### config.mk
export PLATFORM = sky130hd
export DESIGN_NAME = fp6_to_fp16_dequant_scale
export DESIGN_NICKNAME = d
export VERILOG_FILES = /design/src/hdl/dqs_pkg.sv /design/src/hdl/dqs_ctrl.sv /design/src/hdl/dqs_lane.sv /design/src/hdl/fp6_to_fp16_dequant_scale.sv
export SDC_FILE = /design/constraint.sdc
export NUM_CORES = 2
export LEC_CHECK = 0
export ABC_AREA = 1
export BUFFER_PORTS_ARGS = -buffer_cell sky130_fd_sc_hd__buf_2
export CAP_MARGIN = 30
export CORE_MARGIN = 4
export CORE_UTILIZATION = 36
export DETAILED_ROUTE_END_ITERATION = 16
export GPL_TIMING_DRIVEN = 0
export PLACE_DENSITY = 0.57
export RECOVER_POWER = 25
export SLEW_MARGIN = 0
export SYNTH_ARGS = -nofsm -noshare
export SYNTH_HDL_FRONTEND = slang
export SYNTH_SLANG_ARGS = --single-unit
export TNS_END_PERCENT = 100
### constraint.sdc
create_clock -name clock -period 24.6 [get_ports clock]
set_input_delay 4.92 -clock clock [delete_from_list [all_inputs] [get_ports clock]]
set_output_delay 4.92 -clock clock [all_outputs]
set_load 0.01 [all_outputs]
### src/hdl/dqs_pkg.sv
`timescale 1ns / 1ps
`default_nettype none
package dqs_pkg;

   localparam int LANES      = 8;
   localparam int FP6_W      = 6;
   localparam int GROUP_W    = LANES * FP6_W;
   localparam int FP16_W     = 16;
   localparam int NSTAGES    = 4;

   localparam logic [15:0] QNAN_BITS = 16'h7FFF;
   localparam logic [14:0] INF_BITS  = 15'h7C00;

   typedef struct packed {
      logic [NSTAGES-1:0] en;
   } pipe_ctrl_type;

endpackage
`default_nettype wire

### src/hdl/dqs_ctrl.sv
`timescale 1ns / 1ps
`default_nettype none
module dqs_ctrl (
   input  wire                    clock,
   input  wire                    reset,
   input  wire                    req_valid,
   output logic                   req_stall,
   output logic                   rsp_valid,
   input  wire                    rsp_stall,
   output dqs_pkg::pipe_ctrl_type ctrl
);
   import dqs_pkg::*;

   logic [NSTAGES-1:0] valid_ff;
   logic [NSTAGES-1:0] valid_in;
   logic [NSTAGES-1:0] en;

   // a stage moves on when empty or when the next one moves on
   always_comb begin
      en[NSTAGES-1] = !valid_ff[NSTAGES-1] || !rsp_stall;
      for (int k = NSTAGES-2; k >= 0; k--) begin
         en[k] = !valid_ff[k] || en[k+1];
      end
      valid_in[0] = en[0] ? req_valid : valid_ff[0];
      for (int k = 1; k < NSTAGES; k++) begin
         valid_in[k] = en[k] ? valid_ff[k-1] : valid_ff[k];
      end
   end

   always_ff @(posedge clock) begin
      if (reset) begin
         valid_ff <= '0;
      end else begin
         valid_ff <= valid_in;
      end
   end

   assign ctrl.en   = en;
   assign req_stall = !en[0];
   assign rsp_valid = valid_ff[NSTAGES-1];

   a_stall_full: assert property (@(posedge clock) disable iff (reset)
      req_stall |-> (&valid_ff && rsp_stall))
      else $error("input stalled with a bubble in the pipe");
   a_accept_fill: assert property (@(posedge clock) disable iff (reset)
      (req_valid && !req_stall) |=> valid_ff[0])
      else $error("accepted beat not in first stage");
   a_hold_out: assert property (@(posedge clock) disable iff (reset)
      (rsp_valid && rsp_stall) |=> rsp_valid)
      else $error("stalled result beat dropped");

endmodule
`default_nettype wire

### src/hdl/dqs_lane.sv
`timescale 1ns / 1ps
`default_nettype none
module dqs_lane (
   input  wire                    clock,
   input  wire dqs_pkg::pipe_ctrl_type ctrl,
   input  wire  [5:0]             v6,
   input  wire  [15:0]            scale,
   output logic [15:0]            result
);
   import dqs_pkg::*;

   // stage 1: decode
   logic [2:0]  sig_a_ff, sig_a_in;
   logic [2:0]  ea_ff, ea_in;
   logic [10:0] sig_b_ff, sig_b_in;
   logic [4:0]  eb_ff, eb_in;
   logic        sign1_ff, sign1_in;
   logic        spec1_ff, spec1_in;
   logic [15:0] sval1_ff, sval1_in;

   always_comb begin
      sig_a_in = (v6[4:2] != 3'd0) ? {1'b1, v6[1:0]} : {1'b0, v6[1:0]};
      ea_in    = (v6[4:2] != 3'd0) ? v6[4:2] : 3'd1;
      sig_b_in = (scale[14:10] != 5'd0) ? {1'b1, scale[9:0]} : {1'b0, scale[9:0]};
      eb_in    = (scale[14:10] != 5'd0) ? scale[14:10] : 5'd1;
      sign1_in = v6[5] ^ scale[15];
      spec1_in = (scale[14:10] == 5'd31);
      // inf scale times zero, or NaN scale
      sval1_in = ((scale[9:0] != 10'd0) || (sig_a_in == 3'd0)) ? QNAN_BITS
                                                             : {sign1_in, INF_BITS};
   end

   always_ff @(posedge clock) begin
      if (ctrl.en[0]) begin
         sig_a_ff <= sig_a_in;
         ea_ff    <= ea_in;
         sig_b_ff <= sig_b_in;
         eb_ff    <= eb_in;
         sign1_ff <= sign1_in;
         spec1_ff <= spec1_in;
         sval1_ff <= sval1_in;
      end
   end

   // stage 2: product and exponent sum
   logic [13:0] p2_ff, p2_in;
   logic [5:0]  s2_ff, s2_in;
   logic        sign2_ff, spec2_ff;
   logic [15:0] sval2_ff;

   assign p2_in = 14'({3'd0, sig_b_ff} * {11'd0, sig_a_ff});
   assign s2_in = {3'd0, ea_ff} + {1'b0, eb_ff};

   always_ff @(posedge clock) begin
      if (ctrl.en[1]) begin
         p2_ff    <= p2_in;
         s2_ff    <= s2_in;
         sign2_ff <= sign1_ff;
         spec2_ff <= spec1_ff;
         sval2_ff <= sval1_ff;
      end
   end

   // stage 3: leading one, exponent and shift
   logic [3:0]        msb;
   logic [6:0]        tsum;
   logic [5:0]        bexp3_ff, bexp3_in;
   logic signed [6:0] sh3_ff, sh3_in;
   logic [13:0]       p3_ff;
   logic              sign3_ff, spec3_ff, zero3_ff;
   logic [15:0]       sval3_ff;

   always_comb begin
      msb = 4'd0;
      for (int i = 0; i < 14; i++) begin
         if (p2_ff[i]) msb = 4'(i);
      end
      tsum = {3'd0, msb} + {1'b0, s2_ff};
      bexp3_in = (tsum < 7'd16) ? 6'd0 : 6'(tsum - 7'd16);
      sh3_in = $signed({1'b0, bexp3_in}) - $signed({1'b0, s2_ff}) + 7'sd6;
   end

   always_ff @(posedge clock) begin
      if (ctrl.en[2]) begin
         bexp3_ff <= bexp3_in;
         sh3_ff   <= sh3_in;
         p3_ff    <= p2_ff;
         sign3_ff <= sign2_ff;
         spec3_ff <= spec2_ff;
         zero3_ff <= (p2_ff == 14'd0);
         sval3_ff <= sval2_ff;
      end
   end

   // stage 4: align, round to nearest even, pack
   logic [23:0] lsh;
   logic [2:0]  rsh;
   logic [13:0] rem, half, mask;
   logic [13:0] rmant;
   logic [11:0] mant;
   logic [16:0] bits;
   logic [15:0] res_ff, res_in;

   always_comb begin
      lsh   = {10'd0, p3_ff} << 4'(-sh3_ff);
      rsh   = 3'(sh3_ff);
      mask  = (14'd1 << rsh) - 14'd1;
      half  = (14'd1 << rsh) >> 1;
      rem   = p3_ff & mask;
      rmant = p3_ff >> rsh;
      if (sh3_ff <= 7'sd0) begin
         mant = lsh[11:0];
      end else if ((rem > half) || ((rem == half) && rmant[0])) begin
         mant = rmant[11:0] + 12'd1;
      end else begin
         mant = rmant[11:0];
      end
      bits = {1'b0, bexp3_ff, 10'd0} + {5'd0, mant};
      if (bits >= {2'b0, INF_BITS}) bits = {2'b0, INF_BITS};
      if (spec3_ff) begin
         res_in = sval3_ff;
      end else if (zero3_ff) begin
         res_in = {sign3_ff, 15'd0};
      end else begin
         res_in = {sign3_ff, bits[14:0]};
      end
   end

   always_ff @(posedge clock) begin
      if (ctrl.en[3]) begin
         res_ff <= res_in;
      end
   end

   assign result = res_ff;

endmodule
`default_nettype wire

### src/hdl/fp6_to_fp16_dequant_scale.sv
`timescale 1ns / 1ps
`default_nettype none
// channel   direction  handshake             payload
// req       in         req_valid/req_stall   req_packed_group[47:0], req_row_scale[15:0]
// rsp       out        rsp_valid/rsp_stall   rsp_value_0 .. rsp_value_7 [15:0]
//
// One beat per cycle in and out unless rsp_stall holds the pipe; each beat passes the
// decode, multiply, leading-one/exponent and round/pack stages in each of eight lanes.
// Reset clears only the stage valid bits.
// Stages hold per stage under rsp_stall; empty stages keep filling, so input
// stalls only once all four stages hold beats.
module fp6_to_fp16_dequant_scale (
   input  wire         clock,
   input  wire         reset,
   input  wire         req_valid,
   output logic        req_stall,
   input  wire  [47:0] req_packed_group,
   input  wire  [15:0] req_row_scale,
   output logic        rsp_valid,
   input  wire         rsp_stall,
   output logic [15:0] rsp_value_0,
   output logic [15:0] rsp_value_1,
   output logic [15:0] rsp_value_2,
   output logic [15:0] rsp_value_3,
   output logic [15:0] rsp_value_4,
   output logic [15:0] rsp_value_5,
   output logic [15:0] rsp_value_6,
   output logic [15:0] rsp_value_7
);
   import dqs_pkg::*;

   pipe_ctrl_type ctrl;
   logic [15:0]   vals [LANES];

   dqs_ctrl u_ctrl (
      .clock     (clock),
      .reset     (reset),
      .req_valid (req_valid),
      .req_stall (req_stall),
      .rsp_valid (rsp_valid),
      .rsp_stall (rsp_stall),
      .ctrl      (ctrl)
   );

   for (genvar n = 0; n < LANES; n++) begin : g_lane
      dqs_lane u_lane (
         .clock  (clock),
         .ctrl   (ctrl),
         .v6     (req_packed_group[GROUP_W-1-FP6_W*n -: FP6_W]),
         .scale  (req_row_scale),
         .result (vals[n])
      );
   end

   assign rsp_value_0 = vals[0];
   assign rsp_value_1 = vals[1];
   assign rsp_value_2 = vals[2];
   assign rsp_value_3 = vals[3];
   assign rsp_value_4 = vals[4];
   assign rsp_value_5 = vals[5];
   assign rsp_value_6 = vals[6];
   assign rsp_value_7 = vals[7];

endmodule
`default_nettype wire
Word-level counts from Yosys, hierarchy flattened
Index checks and enable logic that the tools add are counted.
- output and inout bits: 130
- register bits after elaboration: 991
- word-level logic and storage cells: 527
- reductions and logical operators: 60
- shifts and indexed selects: 24
- equal/unequal tests: 9
- add/subtract/negate cells: 72
- mux-type cells: 169
- $mul: 8
- bitwise logic cells: 16
- $lt $le $gt $ge: 32
- operators with widths (kind ; count):
    15-bit 2-to-1 mux ; 16
    12-bit 2-to-1 mux ; 16
    4-bit 2-to-1 mux ; 48
    16-bit by 12-bit adder with 17-bit output ; 8
    17-bit by 15-bit >= comparator with 1-bit output (second input constant) ; 8
    16-bit 2-to-1 mux ; 8
    3-bit 2-to-1 mux ; 40
    14-bit bitwise AND ; 8
    14-bit by 13-bit equality test with 1-bit output ; 8
    14-bit by 13-bit greater-than comparator with 1-bit output ; 8
    14-bit logical NOT ; 8
    11-bit by 3-bit multiplier with 14-bit output ; 8
    1-bit by 3-bit << shifter with 14-bit output (first input constant) ; 8
    14-bit by 4-bit << shifter with 12-bit output ; 8
    14-bit by 3-bit >> shifter with 12-bit output ; 8
    14-bit by 1-bit subtractor with 14-bit output (second input constant) ; 8
    12-bit by 1-bit adder with 12-bit output (second input constant) ; 8
    10-bit 2-to-1 mux ; 8
    4-bit by 6-bit adder with 7-bit output ; 8
    7-bit by 4-bit adder with 7-bit output (second input constant) ; 8
    7-bit by 1-bit less-or-equal comparator with 1-bit output (second input constant) ; 8
    7-bit by 5-bit < comparator with 1-bit output (second input constant) ; 8
    6-bit by 6-bit subtractor with 7-bit output ; 8
    3-bit by 5-bit adder with 6-bit output ; 8
    other kinds (15) ; 110

Depth between registers and ports, before layout
- word-level depth: 18
- gate-level depth with buffers: 34
- gate-level depth less buffers: 33

Modules after synthesis
From an unflattened synthesis, not the netlist that was laid out.
- cells, all modules: 6705
- area, all modules: 55638.4 um^2
- by module, submodules not included (module ; seq. area each (um^2) ; instances ; area each (um^2) ; cells each):
    dqs_lane at g_lane[4].u_lane ... ; 2942.8 ; 3 ; 6941.7 ; 846
    dqs_lane at g_lane[7].u_lane ; 2942.8 ; 1 ; 6971.7 ; 824
    dqs_lane at g_lane[1].u_lane ; 2942.8 ; 1 ; 6942.9 ; 822
    dqs_lane at g_lane[2].u_lane ; 2942.8 ; 1 ; 6925.4 ; 837
    dqs_lane at g_lane[3].u_lane ; 2942.8 ; 1 ; 6920.4 ; 830
    dqs_lane at g_lane[0].u_lane ; 2942.8 ; 1 ; 6895.4 ; 836
    dqs_ctrl ; 80.1 ; 1 ; 157.7 ; 18

Worst setup path after synthesis
Ideal clock, no wire load.
- path kind: in2out
- start: input port rsp_stall
- end: output port req_stall
- required time: 19.680 ns
- buffers on the path: 0
- setup slack: 2.742 ns
- stages: 6
- data arrival time: 16.938 ns
- cell sequence: nand2_1 -> nor2_1 -> inv_1 -> nor2_1 -> inv_1 -> nor2_1
- RTL lines (item ; RTL line ; text):
    start, declared ; fp6_to_fp16_dequant_scale.sv:20 ; input wire rsp_stall,
    end, declared ; fp6_to_fp16_dequant_scale.sv:16 ; output logic req_stall,

==> flow_summary.json <==
{
  "dieArea_sq_um": 146000,
  "drt_iter0_markers": 2875,
  "clock.fmax_mhz": 83.81,
  "place_inst": 8408,
  "htree_levels": 3,
  "crit_path_start_kind": "input pin",
  "p_per_area_nw_per_um2": 151.6,
  "yosysSeqAreaShare": 0.3895,
  "fin_crit_sh": 0.4850,
  "hold_buffers": 0,
  "dr.pass1.iters": 6,
  "vias": 42310,
  "async_reset_ff_frac": 0,
  "dpl-instance-area_sq_um": 54110,
  "final_layout_size_suffix_gt1_frac": 0.09741,
  "gp_congestion": 0.9077,
  "hold_viol_final": 0,
  "clk_pin_slew_ns": 0.06,
  "cts_setup_buffers": 0,
  "setup_ws_ns": 12.67,
  "viasPerCell": 4.935,
  "synth-seq-cells": 655,
  "clkLatencyLatePin_ns": 0.69,
  "worst_pin_slew_ns": 1.715,
  "max_cap_violations": 2,
  "synth_edf_count": 651,
  "gr-total-overflow": 0,
  "grt_pass1_wl_mm": 222.3,
  "die_h_um": 382.2,
  "root_buffer": "clkbuf_16",
  "wl_mm": 141.9,
  "final_nets": 7160,
  "clockBufferDepth": 3,
  "fin_setup_tns_ns": 0,
  "synth_top_area_cell": "edfxtp_1",
  "start_util": 0.3616,
  "io_buffer_count": 196,
  "synth.avg_cell_area_sq_um": 7.977,
  "fin_cells": 8572,
  "cts_resized": 0,
  "period_needed_ns": 11.93,
  "slew_headroom": -0.1430,
  "hp-class": "flip-flop to flip-flop",
  "synth-main-ff-cell": "edfxtp_1",
  "leakagePower_nw": 27.69,
  "wl_per_cell_um": 16.55,
  "fp.coreArea_sq_um": 139400,
  "violations": "capacitance limit, slew limit",
  "syn_inst": 6318,
  "synth.most_common_cell": "nand2_1",
  "gr-usage-all-layers": 0.1910,
  "synth_area_sq_um": 50400,
  "netlist_top_cells_area": "edfxtp_1 39%, nand2_1 13%, ha_1 9.0%, inv_1 6.9%, nand3_1 4.7%",
  "finalInstanceArea_sq_um": 56840,
  "yosysTopAreaCellShare": 0.3879,
  "clock_skew_ns": 0.02724,
  "report.final.slew_viol_count": 19,
  "drtAntennaViolNets": 0,
  "worst_ir_drop_vdd_mv": 0.07102,
  "crit_path_end_kind": "primary output",
  "antenna_found_initial": 23,
  "syn-num-nets": 6861,
  "power_mw": 8.618,
  "grt_start_max_net_pins": 102,
  "die_w_um": 382.2,
  "num_rows": 137,
  "io_pins": 198,
  "arrival_ns": 7.01,
  "num-fill-cells": 14150,
  "place_ws_ns": 12.53,
  "synth_cell_type_count": 68,
  "grt_pass1_vias": 40200,
  "clock-sinks": 655,
  "cp.required_ns": 19.68,
  "cts_tree": "yes",
  "worstPathMaxFanout": 96,
  "synth.top_cells.by_count": "1,773 x nand2_1, 923 x inv_1, 651 x edfxtp_1, 469 x nand3_1, 418 x nor2_1",
  "status": "finished, violations left",
  "rsz0062_at_grt": "no",
  "cts_buffers": 82,
  "drc": 0,
  "ys_warn_count": 0,
  "area_delta_synth_final_pct": 12.78,
  "holdWs_ns": 0.4051,
  "hpwl_mm": 110.9,
  "final_util": 0.4078,
  "setup_violations": 0,
  "crit_type": "input pin to primary output"
}
-- worst paths after layout --
path / to / slack, ns / start / depth (start not counted)
min: g_lane[0].u_lane.sval2_ff[15]$_DFFE_PP_ / 0.41 / g_lane[0].u_lane.sval1_ff[15]$_SDFFCE_PP0N_ / 0
min reg2reg: g_lane[0].u_lane.sval2_ff[15]$_DFFE_PP_ / 0.41 / g_lane[0].u_lane.sval1_ff[15]$_SDFFCE_PP0N_ / 0
max reg2reg: g_lane[4].u_lane.result[8]$_DFFE_PP_ / 18.86 / g_lane[4].u_lane.sh3_ff[1]$_DFFE_PP_ / 30
max: req_stall / 12.67 / rsp_stall / 9
-- cells by family after synthesis --
logic type	share of synthesized area
xor gates and xnor gates	0.03863
AOI/OAI and AO/OA	0.09345
adders and majority gates	0.1346
muxes	0.0003972
buffers and inverters	0.09541
and+or+nand+nor	0.2480
DFF	0.3895
-- sequential cells by signal, indices dropped and copies added, names as in the netlist, 4 cells and up --
signal,cells
g_lane.u_lane.bexp3_ff,48
g_lane.u_lane.ea_ff,24
g_lane.u_lane.eb_ff,5
g_lane.u_lane.p2_ff,112
g_lane.u_lane.p3_ff,112
g_lane.u_lane.result,128
g_lane.u_lane.s2_ff,48
g_lane.u_lane.sh3_ff,56
g_lane.u_lane.sig_a_ff,24
g_lane.u_lane.sig_b_ff,11
g_lane.u_lane.sign1_ff,8
g_lane.u_lane.sign2_ff,8
g_lane.u_lane.sign3_ff,8
g_lane.u_lane.sval1_ff,16
g_lane.u_lane.sval2_ff,16
g_lane.u_lane.sval3_ff,16
g_lane.u_lane.zero3_ff,8
u_ctrl.valid_ff,4
-- power by group --
| part | internal (mW) | switching [mW] |
|---|---|---|
| sequential | 1.74 | 0.238 |
| clock | 0.731 | 0.509 |
| combinational | 1.87 | 3.53 |
-- cell type report --
type | count | area, sq um | area share
inverters | 986 | 3729 | 0.06560
clock buffers | 98 | 2132 | 0.03751
clock inverters | 52 | 628.1 | 0.01105
plain buffers | 202 | 1097 | 0.01931
repair buffers | 215 | 1274 | 0.02241
well taps | 1876 | 2347 | 0.04130
flip-flops and latches | 655 | 19630 | 0.3454
multi-input cells | 4475 | 25970 | 0.4569
diodes | 13 | 32.53 | 0.0005724
-- layout by cell type, fill, tap and decap left out, types with 23 or more instances in the layout --
master        n
o21ai_0     344
buf_6        31
o21bai_1     28
nand2_1    1772
xnor2_1      73
a31oi_1      31
fa_1        112
xor2_1      140
nand2_2      48
clkbuf_1    130
nand4_1      62
edfxtp_1    651
nor3_1       59
o211ai_1     28
nor2_2       31
nand3_1     469
nor2_1      418
o21ai_1      54
inv_1       920
buf_2       240
ha_1        363
a21oi_1     219
clkbuf_16    82
o31ai_1      23
inv_2        55
-- layer usage --
layer | global-route usage | vias up | routed length (um)
met5 | 0.002646 | - | 41
met4 | 0.05682 | 6 | 4217
met3 | 0.03159 | 205 | 8629
met2 | 0.3139 | 989 | 65210
met1 | 0.2588 | 19780 | 63770
li1 | - | 21330 | -
-- critical path, stage by stage --
cell and delay [ns]:
buf_2 0.10, nand2_4 0.21, nor2_1 0.38, inv_8 0.22, nor2_1 0.36, inv_8 0.07
buf_16 0.21, nor2_1 0.31, buf_2 0.20
Power figures use the tool's default switching activity.
